## src/hdl/atan2_pkg.sv

```systemverilog
// Shared types and constants for the two-argument arctangent pipeline.
// Holds the CORDIC angle table and the sideband struct passed along the stages.
// No dependencies.
package atan2_pkg;

  localparam int CORDIC_STEPS = 31;
  localparam int PRESHIFT     = 30;
  localparam int ZANG_WIDTH   = 32;

  typedef logic [ZANG_WIDTH-1:0] zang_t;

  localparam zang_t HALF_PI = 32'h4000_0000;
  localparam zang_t FULL_PI = 32'h8000_0000;

  localparam zang_t ATAN_TAB [CORDIC_STEPS] = '{
    32'h20000000, 32'h12E4051E, 32'h09FB385B, 32'h051111D4,
    32'h028B0D43, 32'h0145D7E1, 32'h00A2F61E, 32'h00517C55,
    32'h0028BE53, 32'h00145F2F, 32'h000A2F98, 32'h000517CC,
    32'h00028BE6, 32'h000145F3, 32'h0000A2FA, 32'h0000517D,
    32'h000028BE, 32'h0000145F, 32'h00000A30, 32'h00000518,
    32'h0000028C, 32'h00000146, 32'h000000A3, 32'h00000051,
    32'h00000029, 32'h00000014, 32'h0000000A, 32'h00000005,
    32'h00000003, 32'h00000001, 32'h00000001
  };

  typedef struct packed {
    logic xneg;
    logic yneg;
    logic swap;
    logic zero;
  } side_t;

endpackage

```

## src/hdl/atan2_cordic_stage.sv

```systemverilog
// One registered vectoring CORDIC iteration of the arctangent pipeline.
// Depends on atan2_pkg for the angle table, the angle type and the sideband struct.
module atan2_cordic_stage #(
  parameter int VEC_WIDTH = 48,
  parameter int STAGE     = 0
) (
  input  logic                        clk,
  input  logic                        rst,
  input  logic                        in_valid,
  input  logic signed [VEC_WIDTH-1:0] in_vx,
  input  logic signed [VEC_WIDTH-1:0] in_vy,
  input  atan2_pkg::zang_t            in_z,
  input  atan2_pkg::side_t            in_side,
  output logic                        out_valid,
  output logic signed [VEC_WIDTH-1:0] out_vx,
  output logic signed [VEC_WIDTH-1:0] out_vy,
  output atan2_pkg::zang_t            out_z,
  output atan2_pkg::side_t            out_side
);

  logic signed [VEC_WIDTH-1:0] xs;
  logic signed [VEC_WIDTH-1:0] ys;
  logic signed [VEC_WIDTH-1:0] vx_next;
  logic signed [VEC_WIDTH-1:0] vy_next;
  atan2_pkg::zang_t            z_next;

  always_comb begin
    xs = in_vx >>> STAGE;
    ys = in_vy >>> STAGE;
    if (in_vy == '0) begin
      vx_next = in_vx;
      vy_next = in_vy;
      z_next  = in_z;
    end else if (!in_vy[VEC_WIDTH-1]) begin
      vx_next = in_vx + ys;
      vy_next = in_vy - xs;
      z_next  = in_z + atan2_pkg::ATAN_TAB[STAGE];
    end else begin
      vx_next = in_vx - ys;
      vy_next = in_vy + xs;
      z_next  = in_z - atan2_pkg::ATAN_TAB[STAGE];
    end
  end

  always_ff @(posedge clk) begin
    if (rst) begin
      out_valid <= 1'b0;
    end else begin
      out_valid <= in_valid;
    end
  end

  always_ff @(posedge clk) begin
    if (in_valid) begin
      out_vx   <= vx_next;
      out_vy   <= vy_next;
      out_z    <= z_next;
      out_side <= in_side;
    end
  end

endmodule

```

## config.mk

```make
export PLATFORM = sky130hd
export DESIGN_NAME = atan2_cordic_stage
export DESIGN_NICKNAME = d
export VERILOG_FILES = /design/src/hdl/atan2_pkg.sv /design/src/hdl/atan2_cordic_stage.sv
export SDC_FILE = /design/constraint.sdc
export NUM_CORES = 1
export LEC_CHECK = 0
export BUFFER_PORTS_ARGS = -buffer_cell sky130_fd_sc_hd__buf_2
export CORE_ASPECT_RATIO = 0.9
export CORE_MARGIN = 2
export CORE_UTILIZATION = 50
export CTS_CLUSTER_SIZE = 25
export DETAILED_ROUTE_END_ITERATION = 8
export PLACE_DENSITY = 0.8
export RECOVER_POWER = 25
export SYNTH_ARGS = -nofsm -noshare
export SYNTH_HDL_FRONTEND = slang
export SYNTH_SLANG_ARGS = --single-unit
export TNS_END_PERCENT = 50
```

## constraint.sdc

```tcl
create_clock -name clk -period 3 [get_ports clk]
set_input_delay 0.15 -clock clk [delete_from_list [all_inputs] [get_ports clk]]
set_output_delay 0.15 -clock clk [all_outputs]
set_load 0.05 [all_outputs]
```

==> results of run 1 <==
[how the worst min path moves through the flow]
stage,end,slack [ns]
2_1_floorplan,out_valid,0.22
4_1_cts,out_z[31],0.02
3_5_place_dp,out_valid,0.32
3_3_place_gp,out_valid,0.32
6_report,out_z[31],0.04
5_1_grt,out_z[31],0.03
[through the flow]
step	std cells	util	worst slack (ns)	TNS [ns]
after CTS	2609	0.722	-0.0486	-0.0638
final	2629	0.750	-0.132	-0.404
after global placement	2538	0.681	-0.689	-18.39
after global routing	2629	0.750	-0.223	-2.40
after detailed placement	2538	0.681	-0.700	-20.92
after floorplan	1594	-	0.0405	0
[cell families (layout without fill, tap and decap cells)]
logic type               count (synthesis)  after routing
XOR/XNOR                                95             95
adder cells (fa/ha/maj)                145            145
AND/OR/NAND/NOR                        430            430
buffers and inverters                  236            922
flip-flops                             133            133
AO/OA/AOI/OAI                          536            536
multiplexers                            19             19
other                                    0              1
[flip-flops by register name, summed over array words and instances, names as in the netlist]
| name | cells |
|---|---|
| out_vx | 48 |
| out_vy | 48 |
| out_z | 32 |
| out_side | 4 |
| out_valid | 1 |
[where the power goes]
part | switching (uW) | total, uW | internal (uW)
clock | 1030 | 2200 | 1170
combinational | 2850 | 4540 | 1690
sequential | 79.7 | 2480 | 2400
[cell usage after synthesis (9+ instances only)]
master / number / area, um2
a211oi_1: 12 / 90.1
a21o_1: 24 / 180
a21oi_1: 188 / 941
a31oi_1: 17 / 106
buf_1: 10 / 37.5
buf_6: 11 / 124
clkbuf_1: 42 / 158
edfxtp_1: 132 / 3960
ha_1: 141 / 1760
inv_1: 143 / 537
inv_2: 9 / 33.8
mux2i_1: 19 / 190
nand2_1: 99 / 372
nand3_1: 19 / 95.1
nand4_1: 22 / 138
nor2_1: 182 / 683
nor2b_1: 16 / 100
nor3_1: 24 / 120
nor4_1: 21 / 131
o211ai_1: 11 / 82.6
o21a_1: 9 / 67.6
o21ai_0: 92 / 460
o21ai_1: 23 / 115
o21bai_1: 41 / 308
o31ai_1: 23 / 173
xnor2_1: 92 / 806
[layout make-up]
cell class	count	area (um2)
multi-input combinational	1225	9100
fill	1923	6540
timing repair buffer	733	4980
sequential	133	3980
inverter	157	589
tap	348	435
clock buffer	18	429
clock inverter	14	143
antenna	1	2.50
[metal layers]
metal,share of wire,track usage
met5,0,0
met4,0.036,0.126
met3,0.11,0.0910
met2,0.44,0.570
met1,0.41,0.507
[layout by cell type, fill, tap and decap left out, types with 7 or more instances in the layout]
master         Yosys  final
buf_4              3    429
buf_2              8    257
nor2_1           182    178
a21oi_1          188    177
inv_1            143    139
edfxtp_1         132    132
ha_1             141    121
nand2_1           99     98
xnor2_1           92     91
o21ai_0           92     87
o21bai_1          41     40
dlygate4sd3_1      0     34
a21o_1            24     24
nand4_1           22     22
o31ai_1           23     21
nor4_1            21     20
nor3_1            24     19
o21ai_1           23     18
nand3_1           19     18
mux2i_1           19     17
clkbuf_16          0     17
nor2b_1           16     15
inv_2              9     13
ha_4               0     13
a31oi_1           17     12
o211ai_1          11     11
a211oi_1          12     11
o21ai_2            2      9
or3_1              8      8
a21oi_2            1      8
nand2b_1           8      8
buf_6             11      8
o21a_1             9      7
ha_2               0      7
[critical path: cells and delay by family]
kind                     cells  cell delay [ns]
AO/OA/AOI/OAI                8             1.75
buffers and inverters        5             0.69
adder cells (fa/ha/maj)      1             0.29
AND/OR/NAND/NOR              2             0.24
XOR/XNOR                     1             0.16
[timing repair]
item                       in CTS  in global routing
hold endpoints to repair       34                  0
setup endpoints to repair      14                 47
pin swaps                      15                 53
hold buffers                   34                  0
setup buffers                   5                 19
resized for setup              17                118
==> flow_metrics.py, run 1 <==
metrics = {
    "final_layout": {
        "final_nets": 2547,
        "drive_above_1_share": 0.383,
        "area_delta_synth_final_pct": 46.5,
        "final_cell_area_mm2": 0.0197,
    },
    "drt": {
        "routed-via-count": 15500,
        "wl_per_cell_um": 21.0,
        "drt-pass1-iter-count": 6,
        "drc": 0,
        "first_iter_violations": 1957,
        "wl_mm": 55.3,
        "antenna_left": 0,
        "viasPerCell": 5.90,
    },
    "critical_path": {
        "critPathLaunch": "in_vx[6]",
        "crit_arrival_ns": 3.31,
        "crit_path_max_incr_delay_ns": 0.43,
        "critPathMaxFanout": 4,
        "endpoint": "out_vx[47]",
        "worst-setup-path-type": "input pin to register",
        "worst_ep_required_time_ns": 3.18,
        "startpoint_type": "input pin",
        "critPathSlowestCell": "o41ai_2",
        "crit_path_end_kind": "register",
        "cp_common_cell": "buf_4",
        "path_cells": "buf_2, inv_2, ha_4, nand4_1, buf_4, a211oi_4, nor4b_4, o41ai_2, a31oi_1, buf_4, o21a_4, o21bai_4, a31oi_2, buf_4, o2111ai_2, o211ai_2, xnor2_1",
    },
    "min_path": {
        "hp-start": "in_z[31]",
        "hold_depth": 2,
        "hp-class": "input pin to register",
    },
    "yosys": {
        "syn_inst": 1594,
        "synth_fa_ha_area_frac": 0.137,
        "yosys.area_share.simple": 0.150,
        "synth_xor_area_frac": 0.0620,
        "synth_flop_cell": "edfxtp_1",
        "synth_area_mm2": 0.0134,
        "synth-seq-cells": 133,
        "yosys_warnings": 0,
        "synth.distinct_cells": 100,
        "muxShareOfSynthArea": 0.0142,
        "synthArstFlopShare": 0,
        "synth_compound_area_frac": 0.263,
        "synth_top_family_by_area": "compound AO/OA/AOI/OAI gates",
        "ys_seq_area_frac": 0.297,
        "postSynthAreaPerCell_um2": 8.42,
        "synth_edf_count": 132,
        "syn_nets": 1874,
    },
    "placed_design": {
        "dp_hpwl_mm": 41.4,
        "placed_cell_area_mm2": 0.0179,
        "port_buffers": 267,
        "place.gp.congestion": 1.02,
    },
    "clocking": {
        "clkTransAtPathRegs_ns": 0.07,
        "numCtsBuffers": 17,
        "cts.path.max_buffers": 2,
        "cts_root_buf": "clkbuf_16",
        "cts_tree": "yes",
        "htreeDepth": 4,
        "clock_sinks": 133,
    },
    "die": {
        "core_mm2": 0.0262,
        "die_y_um": 159,
        "num_rows": 56,
        "die_x_um": 177,
        "initial_core_util": 0.512,
        "die_area_mm2": 0.0282,
        "io_pins": 268,
    },
    "pwr": {
        "ir_drop_v": 0.000442,
        "leakage_uw": 0.00903,
        "finalPower_uw": 9220,
        "cellPowerDensity_mw_per_mm2": 469,
    },
    "grt": {
        "gr-total-overflow": 0,
        "grt_max_degree": 77,
        "antenna_found_initial": 1,
        "grt_pass1_vias": 14900,
        "grt_first_pass_wirelength_mm": 81.3,
        "grt_util_all_layers": 0.370,
    },
    "sta": {
        "holdWs_ns": 0.0357,
        "slew_headroom": -0.450,
        "min_period_ns": 3.13,
        "grt_setup_unrepaired": "true",
        "fmax_mhz": 319,
        "period_share": 1.04,
        "hold_viol_final": 0,
        "worst_pin_slew_ns": 2.17,
        "worst_slack_ns": -0.132,
        "slew_violations": 37,
        "setup_viol": 6,
    },
    "status": {
        "status": "complete, but fails checks",
        "violations": "max-capacitance violations, max-slew violations, negative setup slack",
    },
    "job": {
        "cap_violations": 1,
    },
}
Power figures use the tool's default switching activity.
==> run 2, diff against run 1 <==
--- a/config.mk
+++ b/config.mk
@@ -9,8 +9,9 @@
 export CORE_ASPECT_RATIO = 0.9
 export CORE_MARGIN = 2
 export CORE_UTILIZATION = 50
-export CTS_CLUSTER_SIZE = 25
+export CTS_CLUSTER_SIZE = 16
 export DETAILED_ROUTE_END_ITERATION = 8
+export HOLD_SLACK_MARGIN = 0.05
 export PLACE_DENSITY = 0.8
 export RECOVER_POWER = 25
 export SYNTH_ARGS = -nofsm -noshare
==> run 2 against run 1 <==
The flow still finishes with violations (max-capacitance violations, max-slew violations, negative setup slack). Non-clock buffer count fell by 2. Critical path depth did not move. Core utilization fell by 0.43 points. Critical path type unchanged. Critical endpoint is now out_vx[35]. Highest routed layer unchanged.
==> flow_metrics.py, run 2 (synthesis gave the netlist of run 1 again) <==
metrics = {
    "grt": {
        "use_met2": 0.566,
        "grt.busiest_layer": "met2",
        "grt_pass1_vias": 14900,
        "grtUsageMet3": 0.0915,
        "met1_usage": 0.505,
        "antenna_found_initial": 1,
        "grt_first_pass_wirelength_mm": 81.1,
        "gr-total-overflow": 0,
        "grt_util_all_layers": 0.369,
        "grt_max_degree": 77,
    },
    "sta": {
        "hold_viol_final": 0,
        "worst_pin_slew_ns": 2.11,
        "period_share": 1.04,
        "min_period_ns": 3.12,
        "grt_setup_unrepaired": "true",
        "worst_slack_ns": -0.117,
        "setup_viol": 5,
        "slew_headroom": -0.409,
        "fmax_mhz": 321,
        "slew_violations": 37,
    },
    "drt": {
        "first_iter_violations": 1794,
        "drt-pass1-iter-count": 7,
        "wl_mm": 54.8,
        "viasPerCell": 5.90,
        "routed-via-count": 15500,
        "antenna_left": 0,
        "wl_per_cell_um": 20.9,
        "drc": 0,
    },
    "final_layout": {
        "layout_commonest_cell": "buf_4",
        "fin_cells": 2627,
        "final_cell_mix": "buf_4, buf_2, a21oi_1, nor2_1, inv_1",
        "biggestRegsByFlops": "out_vx (48), out_vy (48), out_z (32)",
        "final_nets": 2545,
        "drive_above_1_share": 0.377,
        "area_delta_synth_final_pct": 45.6,
    },
    "pwr": {
        "netSwitchingFraction": 0.429,
        "p_comb_frac": 0.491,
        "p_clk_frac": 0.239,
        "cellPowerDensity_mw_per_mm2": 469,
        "p_seq_frac": 0.270,
        "power_switching_uw": 3940,
        "leakage_uw": 0.00901,
        "intPower_uw": 5230,
        "finalPower_uw": 9170,
        "ir_drop_v": 0.000438,
    },
    "clocking": {
        "cts_root_buf": "clkbuf_16",
        "htreeDepth": 4,
        "cts.path.max_buffers": 2,
        "cts_tree": "yes",
        "clkTransAtPathRegs_ns": 0.07,
        "clock_sinks": 133,
        "numCtsBuffers": 17,
    },
    "critical_path": {
        "startpoint_type": "input pin",
        "worst_ep_required_time_ns": 3.19,
        "worst-setup-path-type": "input pin to register",
        "crit_arrival_ns": 3.30,
        "critPathMaxFanout": 4,
        "critPathLaunch": "in_vx[6]",
        "crit_path_end_kind": "register",
    },
    "die": {
        "initial_core_util": 0.512,
        "die_y_um": 159,
        "num_rows": 56,
        "die_area_mm2": 0.0282,
        "core_mm2": 0.0262,
        "die_x_um": 177,
        "io_pins": 268,
    },
    "status": {
        "status": "complete, but fails checks",
        "violations": "max-capacitance violations, max-slew violations, negative setup slack",
    },
    "min_path": {
        "hp-start": "in_vx[47]",
        "hp-class": "input pin to register",
        "hold_depth": 2,
    },
    "placed_design": {
        "place.gp.congestion": 1.02,
        "dp_hpwl_mm": 41.4,
        "port_buffers": 267,
        "dp.cells": 2538,
    },
    "job": {
        "cap_violations": 1,
    },
}
## run 2: area by class of cell
cell class              instances  area (um2)
multi-input cells            1225        9000
fillers                      1944        6660
repair buffers                731        4960
flip-flops and latches        133        3980
inverters                     157         589
well taps                     348         435
clock buffers                  18         429
clock inverters                14         143
diodes                          1        2.50
## run 2: metrics by stage
stage	instance area [um2]	utilization	hold WS, ns	setup WS [ns]	setup TNS (ns)
3_5_place_dp	17900	0.681	0.323	-0.700	-20.92
5_1_grt	19500	0.746	0.0633	-0.179	-1.67
2_1_floorplan	13400	-	0.222	0.0405	0
6_report	19500	0.746	0.0613	-0.117	-0.400
4_1_cts	18900	0.722	0.0591	-0.0486	-0.0638
3_3_place_gp	17900	0.681	0.321	-0.689	-18.39
## run 2: repair_timing
action,4_1_cts,5_1_grt
gates resized for setup,17,101
hold endpoints to repair,36,0
hold buffers,36,0
endpoints found under the setup margin,14,47
pin swaps,15,52
buffers inserted,5,15
## run 2: power by group through the flow
stage               combinational (uW)  clock [uW]  sequential (uW)
floorplan                         1620           0             3450
global placement                  4100           0             2500
detailed placement                4140           0             2510
CTS                               4240        2180             2470
global route                      4740        2250             2500
finish                            4500        2190             2480
## run 2: path summary, 6_finish.rpt
| check | endpoint | slack, ns |
|---|---|---|
| max | out_vx[35] | -0.12 |
| min | out_vx[47] | 0.06 |
## run 2: metal layers
metal	wire length, um	vias to the layer above	part of all wire
li1	-	7057	-
met1	22700	7236	0.41
met2	24100	1051	0.44
met3	5980	155	0.11
met4	2030	0	0.037
met5	0	-	0
## run 2: critical path: stages
cell	delay (ns)
buf_2	0.11
inv_2	0.06
ha_4	0.30
nand4_1	0.13
buf_4	0.18
a211oi_4	0.28
nor4b_4	0.12
o41ai_2	0.42
a31oi_1	0.13
buf_4	0.18
o21a_4	0.23
o21bai_4	0.22
buf_6	0.14
a21oi_4	0.05
o211ai_1	0.18
o31ai_1	0.10
a221o_1	0.32
